==> src/owbm_pkg.sv <==
// ---------------------------------------------------------------------------
// owbm_pkg: shared types and constants for the 1-Wire bus master
// Phase and opcode encodings, register indexes and reset values, and the
// structs passed between the register file, the core and the top level.
// ---------------------------------------------------------------------------
package owbm_pkg;

  localparam int unsigned NumRegs  = 8;
  localparam int unsigned RegWidth = 10;
  localparam int unsigned RegIdxW  = 3;

  typedef logic [RegWidth-1:0] reg_val_t;
  typedef reg_val_t [NumRegs-1:0] cfg_regs_t;

  // Register indexes on the configuration port
  typedef enum logic [RegIdxW-1:0] {
    REG_RESET_LOW     = 3'd0,
    REG_PRESENCE_WAIT = 3'd1,
    REG_RESET_TAIL    = 3'd2,
    REG_W1_LOW        = 3'd3,
    REG_W1_RELEASE    = 3'd4,
    REG_W0_LOW        = 3'd5,
    REG_READ_LOW      = 3'd6,
    REG_READ_TAIL     = 3'd7
  } reg_idx_e;

  localparam reg_val_t ResetLowRst     = 10'd500;
  localparam reg_val_t PresenceWaitRst = 10'd65;
  localparam reg_val_t ResetTailRst    = 10'd400;
  localparam reg_val_t W1LowRst        = 10'd1;
  localparam reg_val_t W1ReleaseRst    = 10'd60;
  localparam reg_val_t W0LowRst        = 10'd60;
  localparam reg_val_t ReadLowRst      = 10'd2;
  localparam reg_val_t ReadTailRst     = 10'd60;

  typedef enum logic [1:0] {
    CMD_TICK  = 2'd0,
    CMD_RESET = 2'd1,
    CMD_WRITE = 2'd2,
    CMD_READ  = 2'd3
  } cmd_e;

  typedef enum logic [1:0] {
    OP_NONE  = 2'd0,
    OP_RESET = 2'd1,
    OP_WRITE = 2'd2,
    OP_READ  = 2'd3
  } op_e;

  typedef enum logic [3:0] {
    PH_IDLE     = 4'd0,
    PH_RST_LOW  = 4'd1,
    PH_RST_WAIT = 4'd2,
    PH_RST_TAIL = 4'd3,
    PH_W1_LOW   = 4'd4,
    PH_W1_REL   = 4'd5,
    PH_W0_LOW   = 4'd6,
    PH_W0_REC   = 4'd7,
    PH_R_LOW    = 4'd8,
    PH_R_SAMPLE = 4'd9,
    PH_R_TAIL   = 4'd10
  } phase_e;

  typedef struct packed {
    cmd_e       cmd;
    logic [7:0] tx_byte;
    logic       line_level;
  } item_t;

  typedef struct packed {
    logic       drive_low;
    logic       busy;
    logic       done;
    logic       presence;
    logic [7:0] rx_byte;
    logic       rejected;
  } result_t;

endpackage

==> src/owbm_cfg.sv <==
// ---------------------------------------------------------------------------
// owbm_cfg: timing register file
// Eight 10-bit tick counts, written one beat at a time, read in parallel.
// ---------------------------------------------------------------------------
module owbm_cfg
  import owbm_pkg::*;
(
  input  logic                 clk_i,
  input  logic                 rst_ni,
  input  logic                 wr_en_i,
  input  logic [RegIdxW-1:0]   wr_idx_i,
  input  reg_val_t             wr_data_i,
  output cfg_regs_t            regs_o
);

  cfg_regs_t regs_q;

  always_ff @(posedge clk_i or negedge rst_ni) begin
    if (!rst_ni) begin
      regs_q[REG_RESET_LOW]     <= ResetLowRst;
      regs_q[REG_PRESENCE_WAIT] <= PresenceWaitRst;
      regs_q[REG_RESET_TAIL]    <= ResetTailRst;
      regs_q[REG_W1_LOW]        <= W1LowRst;
      regs_q[REG_W1_RELEASE]    <= W1ReleaseRst;
      regs_q[REG_W0_LOW]        <= W0LowRst;
      regs_q[REG_READ_LOW]      <= ReadLowRst;
      regs_q[REG_READ_TAIL]     <= ReadTailRst;
    end else if (wr_en_i) begin
      regs_q[wr_idx_i] <= wr_data_i;
    end
  end

  assign regs_o = regs_q;

endmodule

==> src/owbm_core.sv <==
// ---------------------------------------------------------------------------
// owbm_core: slot sequencer
// Holds the bus phase, slot counter and byte shifter; applies one item
// (tick or command) per go pulse and forms the result for that item.
// ---------------------------------------------------------------------------
module owbm_core
  import owbm_pkg::*;
(
  input  logic      clk_i,
  input  logic      rst_ni,
  input  logic      go_i,
  input  item_t     item_i,
  input  cfg_regs_t cfg_i,
  output result_t   res_o
);

  phase_e     phase_q, phase_d;
  reg_val_t   cnt_q, cnt_d;
  logic [2:0] bit_q, bit_d;
  logic [7:0] shift_q, shift_d;
  op_e        op_q, op_d;
  logic       pres_q, pres_d;
  logic [7:0] rx_q, rx_d;

  reg_val_t   cnt_inc;
  logic       busy_q;
  logic       end_bit;
  logic       fin;
  logic       done;
  logic       rejected;
  logic       drive_d;
  logic       busy_d;

  assign cnt_inc = cnt_q + 10'd1;
  assign busy_q  = (phase_q >= PH_RST_LOW) && (phase_q <= PH_R_TAIL);

  // Next state
  always_comb begin
    phase_d  = phase_q;
    cnt_d    = cnt_q;
    bit_d    = bit_q;
    shift_d  = shift_q;
    op_d     = op_q;
    pres_d   = pres_q;
    rx_d     = rx_q;
    end_bit  = 1'b0;
    fin      = 1'b0;
    done     = 1'b0;
    rejected = 1'b0;

    if (go_i) begin
      if (item_i.cmd == CMD_TICK) begin
        if (busy_q) begin
          cnt_d = cnt_inc;
          unique case (phase_q)
            PH_RST_LOW: begin
              if (cnt_inc >= cfg_i[REG_RESET_LOW]) begin
                phase_d = PH_RST_WAIT;
                cnt_d   = '0;
              end
            end
            PH_RST_WAIT: begin
              if (cnt_inc >= cfg_i[REG_PRESENCE_WAIT]) begin
                pres_d  = ~item_i.line_level;
                phase_d = PH_RST_TAIL;
                cnt_d   = '0;
                fin     = (cfg_i[REG_RESET_TAIL] == '0);
              end
            end
            PH_RST_TAIL: fin = (cnt_inc >= cfg_i[REG_RESET_TAIL]);
            PH_W1_LOW: begin
              if (cnt_inc >= cfg_i[REG_W1_LOW]) begin
                phase_d = PH_W1_REL;
                cnt_d   = '0;
              end
            end
            PH_W1_REL: end_bit = (cnt_inc >= cfg_i[REG_W1_RELEASE]);
            PH_W0_LOW: begin
              if (cnt_inc >= cfg_i[REG_W0_LOW]) begin
                phase_d = PH_W0_REC;
                cnt_d   = '0;
              end
            end
            PH_W0_REC: begin
              cnt_d   = cnt_q;
              end_bit = 1'b1;
            end
            PH_R_LOW: begin
              if (cnt_inc >= cfg_i[REG_READ_LOW]) begin
                phase_d = PH_R_SAMPLE;
                cnt_d   = '0;
              end
            end
            PH_R_SAMPLE: begin
              shift_d = {item_i.line_level, shift_q[7:1]};
              phase_d = PH_R_TAIL;
              cnt_d   = '0;
              end_bit = (cfg_i[REG_READ_TAIL] == '0);
            end
            PH_R_TAIL: end_bit = (cnt_inc >= cfg_i[REG_READ_TAIL]);
            default: begin
              phase_d = PH_IDLE;
              cnt_d   = '0;
            end
          endcase
        end else begin
          phase_d = PH_IDLE;
        end
      end else if (busy_q) begin
        rejected = 1'b1;
      end else begin
        op_d  = op_e'(item_i.cmd);
        bit_d = '0;
        cnt_d = '0;
        unique case (item_i.cmd)
          CMD_RESET: begin
            shift_d = '0;
            phase_d = PH_RST_LOW;
          end
          CMD_WRITE: begin
            shift_d = item_i.tx_byte;
            phase_d = item_i.tx_byte[0] ? PH_W1_LOW : PH_W0_LOW;
          end
          default: begin
            shift_d = '0;
            phase_d = PH_R_LOW;
          end
        endcase
      end
    end

    // Bit slot finished: step the bit count (and the shifter on writes), then start the next slot or end
    if (end_bit) begin
      if (op_q == OP_WRITE) begin
        shift_d = {1'b0, shift_d[7:1]};
      end
      bit_d = bit_q + 3'd1;
      cnt_d = '0;
      if (bit_d == '0) begin
        fin = 1'b1;
      end else if (op_q == OP_WRITE) begin
        phase_d = shift_d[0] ? PH_W1_LOW : PH_W0_LOW;
      end else begin
        phase_d = PH_R_LOW;
      end
    end

    if (fin) begin
      if (op_q == OP_READ) begin
        rx_d = shift_d;
      end
      phase_d = PH_IDLE;
      cnt_d   = '0;
      done    = 1'b1;
    end
  end

  // Output decode of the phase this item leaves behind
  always_comb begin
    busy_d  = (phase_d >= PH_RST_LOW) && (phase_d <= PH_R_TAIL);
    drive_d = (phase_d == PH_RST_LOW) || (phase_d == PH_W1_LOW) ||
              (phase_d == PH_W0_LOW)  || (phase_d == PH_R_LOW);
  end

  assign res_o.drive_low = drive_d;
  assign res_o.busy      = busy_d;
  assign res_o.done      = done;
  assign res_o.presence  = pres_d;
  assign res_o.rx_byte   = rx_d;
  assign res_o.rejected  = rejected;

  always_ff @(posedge clk_i or negedge rst_ni) begin
    if (!rst_ni) begin
      phase_q <= PH_IDLE;
      cnt_q   <= '0;
      bit_q   <= '0;
      shift_q <= '0;
      op_q    <= OP_NONE;
      pres_q  <= 1'b0;
      rx_q    <= '0;
    end else begin
      phase_q <= phase_d;
      cnt_q   <= cnt_d;
      bit_q   <= bit_d;
      shift_q <= shift_d;
      op_q    <= op_d;
      pres_q  <= pres_d;
      rx_q    <= rx_d;
    end
  end

endmodule

==> src/one_wire_bus_master.sv <==
// ---------------------------------------------------------------------------
// one_wire_bus_master: 1-Wire bus master driven by microsecond ticks
// Input register, slot sequencer and result register around one state update.
// ---------------------------------------------------------------------------
// Each input beat is either one microsecond tick (cmd 0) or a command: bus
// reset with presence detect (1), write byte (2) or read byte (3). Bytes go
// LSB first. Timing of every slot comes from eight 10-bit tick registers on
// the configuration port (always ready, one write per beat); change them only
// while the bus is idle. A command that arrives while an operation runs is
// dropped and flagged with cmd_rejected_o; commands never advance time, only
// ticks do. Every input beat yields exactly one result beat, reflecting the
// state after that beat: drive_low_o tells the pad to pull the line low,
// done_res_o marks the beat that ends an operation, and presence_found_o and
// rx_byte_o hold the last reset and read results.
// Throughput is one beat per clock unless out_ready_i stalls the result
// register: the whole state update (slot counter compare, phase step, bit
// shifter) is a single combinational pass between the input register and
// the result register. The input side stays ready while a result waits as
// long as the input register is empty or moving on.
// ---------------------------------------------------------------------------
module one_wire_bus_master
  import owbm_pkg::*;
(
  input  logic               clk_i,
  input  logic               rst_ni,
  // Configuration write channel
  input  logic               cfg_valid_i,
  output logic               cfg_ready_o,
  input  logic [RegIdxW-1:0] cfg_index_i,
  input  logic [9:0]         cfg_data_i,
  // Input channel
  input  logic               in_valid_i,
  output logic               in_ready_o,
  input  logic [1:0]         cmd_i,
  input  logic [7:0]         tx_byte_i,
  input  logic               line_level_i,
  // Result channel
  output logic               out_valid_o,
  input  logic               out_ready_i,
  output logic               drive_low_o,
  output logic               busy_res_o,
  output logic               done_res_o,
  output logic               presence_found_o,
  output logic [7:0]         rx_byte_o,
  output logic               cmd_rejected_o
);

  cfg_regs_t cfg_regs;
  item_t     item_q;
  logic      in_valid_q;
  logic      out_valid_q;
  result_t   res_d, res_q;
  logic      advance;

  // Register file is always ready for a beat
  assign cfg_ready_o = 1'b1;

  owbm_cfg u_cfg (
    .clk_i     (clk_i),
    .rst_ni    (rst_ni),
    .wr_en_i   (cfg_valid_i),
    .wr_idx_i  (cfg_index_i),
    .wr_data_i (cfg_data_i),
    .regs_o    (cfg_regs)
  );

  // Item moves into the sequencer when the result register has room
  assign advance    = in_valid_q && (!out_valid_q || out_ready_i);
  assign in_ready_o = !in_valid_q || advance;

  always_ff @(posedge clk_i or negedge rst_ni) begin
    if (!rst_ni) begin
      in_valid_q <= 1'b0;
    end else if (in_valid_i && in_ready_o) begin
      in_valid_q <= 1'b1;
    end else if (advance) begin
      in_valid_q <= 1'b0;
    end
  end

  // Input payload, no reset needed
  always_ff @(posedge clk_i) begin
    if (in_valid_i && in_ready_o) begin
      item_q.cmd        <= cmd_e'(cmd_i);
      item_q.tx_byte    <= tx_byte_i;
      item_q.line_level <= line_level_i;
    end
  end

  owbm_core u_core (
    .clk_i  (clk_i),
    .rst_ni (rst_ni),
    .go_i   (advance),
    .item_i (item_q),
    .cfg_i  (cfg_regs),
    .res_o  (res_d)
  );

  // Result register
  always_ff @(posedge clk_i or negedge rst_ni) begin
    if (!rst_ni) begin
      out_valid_q <= 1'b0;
    end else if (advance) begin
      out_valid_q <= 1'b1;
    end else if (out_ready_i) begin
      out_valid_q <= 1'b0;
    end
  end

  always_ff @(posedge clk_i) begin
    if (advance) begin
      res_q <= res_d;
    end
  end

  assign out_valid_o      = out_valid_q;
  assign drive_low_o      = res_q.drive_low;
  assign busy_res_o       = res_q.busy;
  assign done_res_o       = res_q.done;
  assign presence_found_o = res_q.presence;
  assign rx_byte_o        = res_q.rx_byte;
  assign cmd_rejected_o   = res_q.rejected;

`ifndef NO_ASSERTIONS
  // A dropped command leaves the running operation in place
  a_reject_busy: assert property (@(posedge clk_i) disable iff (!rst_ni)
    out_valid_o && cmd_rejected_o |-> busy_res_o)
    else $error("rejected command reported while idle");

  // Completion returns the bus to idle
  a_done_idle: assert property (@(posedge clk_i) disable iff (!rst_ni)
    out_valid_o && done_res_o |-> !busy_res_o)
    else $error("done reported while still busy");

  // The line is only pulled low inside an operation
  a_drive_busy: assert property (@(posedge clk_i) disable iff (!rst_ni)
    out_valid_o && drive_low_o |-> busy_res_o)
    else $error("line driven low while idle");

  // Completion needs a tick, rejection needs a command
  a_done_reject: assert property (@(posedge clk_i) disable iff (!rst_ni)
    out_valid_o |-> !(done_res_o && cmd_rejected_o))
    else $error("done and rejected on the same beat");
`endif

endmodule
==> config.mk <==
export PLATFORM = sky130hd
export DESIGN_NAME = one_wire_bus_master
export DESIGN_NICKNAME = d
export VERILOG_FILES = /design/src/owbm_pkg.sv /design/src/owbm_cfg.sv /design/src/owbm_core.sv /design/src/one_wire_bus_master.sv
export SDC_FILE = /design/constraint.sdc
export NUM_CORES = 1
export LEC_CHECK = 0
export ABC_AREA = 1
export BUFFER_PORTS_ARGS = -buffer_cell sky130_fd_sc_hd__buf_2
export CORE_AREA = 2 2 130 132
export DETAILED_ROUTE_END_ITERATION = 16
export DIE_AREA = 0 0 132 134
export PLACE_DENSITY = 0.76
export SLEW_MARGIN = 20
export SYNTH_ARGS = -nofsm -noshare
export SYNTH_HDL_FRONTEND = slang
export SYNTH_HIERARCHICAL = 1
export SYNTH_SLANG_ARGS = --single-unit
export TNS_END_PERCENT = 10
==> constraint.sdc <==
create_clock -name clk_i -period 4.6 [get_ports clk_i]
set_input_delay 0.69 -clock clk_i [delete_from_list [all_inputs] [get_ports clk_i]]
set_output_delay 0.69 -clock clk_i [all_outputs]
set_load 0.005 [all_outputs]
# Word-level counts from Yosys, hierarchy flattened
# Cells that the tools add are included.
# op_classes
n_addsub	2
n_lt_le_gt_ge	14
n_eq_ne	23
mux	69
bitwise_logic	3
n_reduce_logical	25
# ops
cell	n
10-bit two-way mux	12
8-bit two-way mux	11
80-bit bitwise mux	1
10-bit >= comparator	8
10-bit case mux with 7 select lines	1
4-bit two-way mux	13
10-bit demux with 3-bit select	1
4-bit case mux with 7 select lines	1
4-bit by 3-bit equality test with 1-bit output, second input constant	6
10-bit zero test	2
1-bit two-way mux	20
4-bit equality test, second input constant	4
3-bit two-way mux	4
10-bit by 1-bit adder with 10-bit output, second input constant	1
4-bit by 1-bit equality test with 1-bit output, second input constant	2
4-bit by 2-bit equality test with 1-bit output, second input constant	2
4-bit by 1-bit >= comparator with 1-bit output, second input constant	2
4-bit <= comparator, second input constant	2
4-bit inequality test, second input constant	2
4-bit case mux with 2 select lines	1
2-bit equality test, second input constant	3
3-bit AND reduction	2
2-bit nonzero test	3
1-bit logical AND	5
other kinds (19)	27
# totals
register_bits	142
in_bits	29
output_inout_bits	16
elab_cells	162

# Logic depth before layout (Yosys ltp)
# depth
word_depth	16
depth_mapped	23
mapped_depth_nobuf	22

# Modules after synthesis
# The synthesis kept the hierarchy.
# by_module_without_submodules
module	instances	cells_each	area_each_um2	seq_area_each_um2
owbm_core	1	733	4635.7	900.9
owbm_cfg	1	365	3275.6	2033.2
one_wire_bus_master	1	38	827.0	770.7

# Least setup slack after synthesis
# No wires, ideal clock.
# synth_path
kind	flip-flop to flip-flop
start	register u_core.cnt_q[0]
end	register res_q, in the netlist busy_res_o (data pin)
setup_time_ns	0.251
arrival_ns	3.074
required_ns	4.349
path_slack_ns	1.275
stages_incl_launch_ff	22
path_buffers	1
synth_period_minus_slack_ns	3.325
cell_sequence	dfrtp_1 nand3_1 nor3b_1 xor2_1 ha_1 nand2_1 inv_1 nand2_1 nand2_1 nand2_1 nand3_1 nand2_1 nand3_1 nand3_1 nand2_2 inv_1 nand3_1 nand2_1 nand2_1 nor2_1 nor2_1 buf_4
# synth_between
elab_chain_len	12
elab_cells_between_ends	35
cone_classes	add/sub (1); order compare (10); mux (23); reduce/logical (1)
# synth_rtl
item	line_no	rtl
start, declared	owbm_core.sv:18	reg_val_t cnt_q, cnt_d;
start signal, assigned	owbm_core.sv:183	cnt_q <= cnt_d;
10-bit by 1-bit adder with 10-bit output *	owbm_core.sv:34	assign cnt_inc = cnt_q + 10'd1;
10-bit >= comparator (on tied branches)	n/a	
4-bit two-way mux (tied with other cells)	owbm_core.sv:89	if (cnt_inc >= cfg_i[REG_READ_LOW]) begin
4-bit case mux with 7 select lines or 1-bit case mux with 2 select lines (tied branches)	owbm_core.sv:55	unique case (phase_q)
4-bit two-way mux or 1-bit two-way mux (tied branches)	owbm_core.sv:53	if (busy_q) begin
4-bit two-way mux or 1-bit two-way mux (tied branches)	owbm_core.sv:52	if (item_i.cmd == CMD_TICK) begin
4-bit two-way mux or 1-bit two-way mux (tied branches)	owbm_core.sv:51	if (go_i) begin
4-bit two-way mux or 1-bit two-way mux (tied branches)	owbm_core.sv:139	if (bit_d == '0) begin
4-bit two-way mux or 1-bit two-way mux (tied branches)	owbm_core.sv:133	if (end_bit) begin
4-bit two-way mux *	owbm_core.sv:148	if (fin) begin
4-bit by 1-bit >= comparator with 1-bit output or 4-bit <= comparator (tied branches)	owbm_core.sv:160	busy_d = (phase_d >= PH_RST_LOW) && (phase_d <= PH_R_TAIL);
1-bit logical AND *	owbm_core.sv:160	
via u_core.busy_d	owbm_core.sv:32	logic busy_d;
end signal, assigned	one_wire_bus_master.sv:112	res_q <= res_d;
end, declared	one_wire_bus_master.sv:52	result_t res_d, res_q;
# The timed path passes the listed nets; every way through them passes the cells marked *.
# A chain may end at the register's enable or synchronous reset.

==> qor.yml <==
status: "finished clean"
antennaDiodeCount: 0
die_w_um: 132
synth_edf_count: 24
wl_per_cell_um: 14.8
vdd_drop_max_v: 0.000298
post_cts_buffers: 0
crit_type: "register to register"
fill_cells: 1470
cp-start-kind: "register"
cts.repair.resized: 0
synth_xor_area_share_pct: 0.802
wl_met2_um: 10100
grt_max_degree: 119
ys_top_cells_by_area: "dfrtp_1, nand2_1, ha_1"
num_vias: 7306
yosysTopAreaCell: "dfrtp_1"
ys_warn_count: 6
cts_sinks: 142
post-dp-hpwl_um: 14300
hold_path.class: "input pin to async pin"
synth_cell_type_count: 39
ys_seq_area_share_pct: 42.4
grt_util_all_layers_pct: 24.7
endpoint_kind: "register"
worst-path-max-fanout: 9
max-clock-path-buffers: 2
syn_to_final_growth_pct: 11.0
rr_worst_depth: 18
num_io_pins: 45
cts_tree: "yes"
final.min_clock_period_ns: 3.73
setup_viol: 0
worst_r2r_endpoint: "rx_byte_o[5]"
highest_layer: "met4"
async_flop_share_pct: 83.1
drive_above_1_share_pct: 12.8
initialDrtViolationCount: 659
grt_pass1_wl_um: 34200
worst_hold_slack_ns: 0.321
cp.arrival_ns: 3.90
core-area_um2: 16300
dr.pass1.iters: 5
grt_setup_unrepaired: "no"
synth_compound_area_share_pct: 3.99
dieArea_um2: 17700
gp_congestion: 0.914
relSlewSlack_pct: 47.9
slew_viol_final: 0
ctsHoldBuffers: 0
cp.required_ns: 4.77
synth_seq_cells: 142
yosysTopAreaCellShare_pct: 26.6
htree_num_levels: 4
rr_startpoint: "u_core/cnt_q[2]"
synth.mux.area_fraction_pct: 0.115
grt_pass1_vias: 7033
clkTransAtPathRegs_ns: 0.06
drc: 0
antenna_found_initial: 0
r2r_setup_slack_ns: 0.87
wl_met3_um: 1200
die_y_um: 134
ff_latch_area_um2: 3700
leakage_nw: 5.38
start_util_pct: 53.6
yosys.area_share.simple_pct: 30.9
multi_input_area_um2: 4210
worstMarginPinSlew_ns: 0.780
cts_made_buffers: 17
grt-ovfl-total: 0
power.total_w: 0.00426
drt_wl_total_um: 20900
io_buffers: 43
fmax_mhz: 268
syn_area_per_cell_um2: 7.69
wirelength_met1_um: 8960
netlist_instances: 1136
clk_latency_ns: 0.43
drtAntennaViolNets: 0
synth_fa_ha_area_share_pct: 12.3
cts-root-buf: "clkbuf_16"
synth-main-ff-cell: "dfrtp_1"
num-nets-final: 1293
syn_nets: 1251
synthTopCellsByCount: "nand2_1, inv_1, dfrtp_1"
synth_top_family_by_area: "simple AND/OR/NAND/NOR gates"
cellPowerDensity_nw_per_um2: 439
syn_area_um2: 8740
drv_cap: 0
hold_viol_final: 0
fin_skew_ns: 0.0102
via_per_inst: 5.18
tns_ns: 0
fp-row-count: 47
timing.final.crit_share_pct: 81.1
yosysMostFrequentCell: "nand2_1"
## placed cells by master (no fill, tap or decap), drive strengths merged, types with 3 or more instances in the layout
cell type / netlist / layout
a21o: 4 / 4
edfxtp: 24 / 24
buf: 28 / 52
clkbuf: 1 / 17
o21ai: 19 / 19
a21oi: 25 / 25
nand2: 454 / 454
nor3: 5 / 5
a31oi: 3 / 3
nor2: 75 / 75
xor2: 8 / 8
dfrtp: 93 / 93
inv: 166 / 174
clkinvlp: 0 / 4
nand4: 9 / 9
o21a: 3 / 3
o211ai: 3 / 3
nand3: 92 / 92
ha: 86 / 86
dfstp: 25 / 25
clkinv: 2 / 4
## sequential cells by signal, summed over array words and instances, names as in the netlist
name / count
u_core/pres_q: 1
out_valid_o: 1
done_res_o: 1
busy_res_o: 1
cmd_rejected_o: 1
u_core/bit_q: 3
drive_low_o: 1
in_valid_q: 1
u_core/phase_q: 4
presence_found_o: 1
u_core/rx_q: 8
item_q: 11
u_core/cnt_q: 10
u_core/shift_q: 8
rx_byte_o: 8
u_core/op_q: 2
u_cfg/regs_o: 80
## routing by layer
layer / global-route usage [%] / up-vias
met2: 41.3 / 232
met5: 0 / -
li1: - / 3649
met1: 31.3 / 3378
met4: 11.8 / 0
met3: 4.46 / 47
## how the worst max path moves through the flow
stage / startpoint / to / slack (ns) / cells after the start
global route: u_core/cnt_q[2] / rx_byte_o[5] / 0.52 / 18
global placement: u_core/cnt_q[2] / rx_byte_o[5] / 1.11 / 18
CTS: u_core/cnt_q[2] / rx_byte_o[5] / 0.86 / 18
floorplan: u_core/cnt_q[0] / busy_res_o / 1.27 / 21
finish: u_core/cnt_q[2] / rx_byte_o[5] / 0.87 / 18
detailed placement: u_core/cnt_q[2] / rx_byte_o[5] / 0.94 / 18
## where the power goes
group	switching, W	total [W]	leakage, nW	internal, W
Clock	0.000595	0.00136	0.273	0.000761
Combinational	0.000811	0.00123	3.41	0.000414
Sequential	0.000144	0.00168	1.69	0.00153
Total	0.00155	0.00426	5.38	0.00271
## through the flow
stage / instances / setup WS, ns / area, um2 / util [%]
global placement: 1379 / 1.11 / 9120 / 56.0
global route: 1411 / 0.519 / 9700 / 59.5
CTS: 1411 / 0.864 / 9700 / 59.5
floorplan: 1136 / 1.27 / 8740 / -
finish: 1411 / 0.870 / 9700 / 59.5
detailed placement: 1379 / 0.942 / 9120 / 56.0
## critical path, cell delays in order, from the launching register on
cell and delay, ns:
dfrtp_1 0.40, nand3_1 0.13, nor3b_1 0.36, nand2_1 0.12, xor2_1 0.16, inv_1 0.33
ha_1 0.33, a21oi_1 0.13, nor2_1 0.06, nor2_1 0.11, nand3_1 0.13, nand2_1 0.08
nand3_1 0.18, nand3_1 0.15, nand2_2 0.11, nand3_2 0.16, clkinv_1 0.27, nor2_1 0.18
a31oi_1 0.07
## cells by family (layout without fill, tap and decap cells)
family	Yosys count	in the layout
buf+inv	197	252
other cells	1	1
compound gates	62	62
mux	1	1
flops	142	142
fa+ha+maj	86	86
xor+xnor	8	8
simple gates	639	639
## area by class of cell
| cell class | instances | area share (%) |
|---|---|---|
| clock inverter | 15 | 1.56 |
| timing repair buffer | 52 | 3.07 |
| multi-input combinational | 797 | 43.4 |
| clock buffer | 17 | 4.39 |
| tap | 220 | 2.84 |
| inverter | 168 | 6.52 |
| sequential | 142 | 38.2 |
Note: power is estimated with default switching activity, not from simulation.
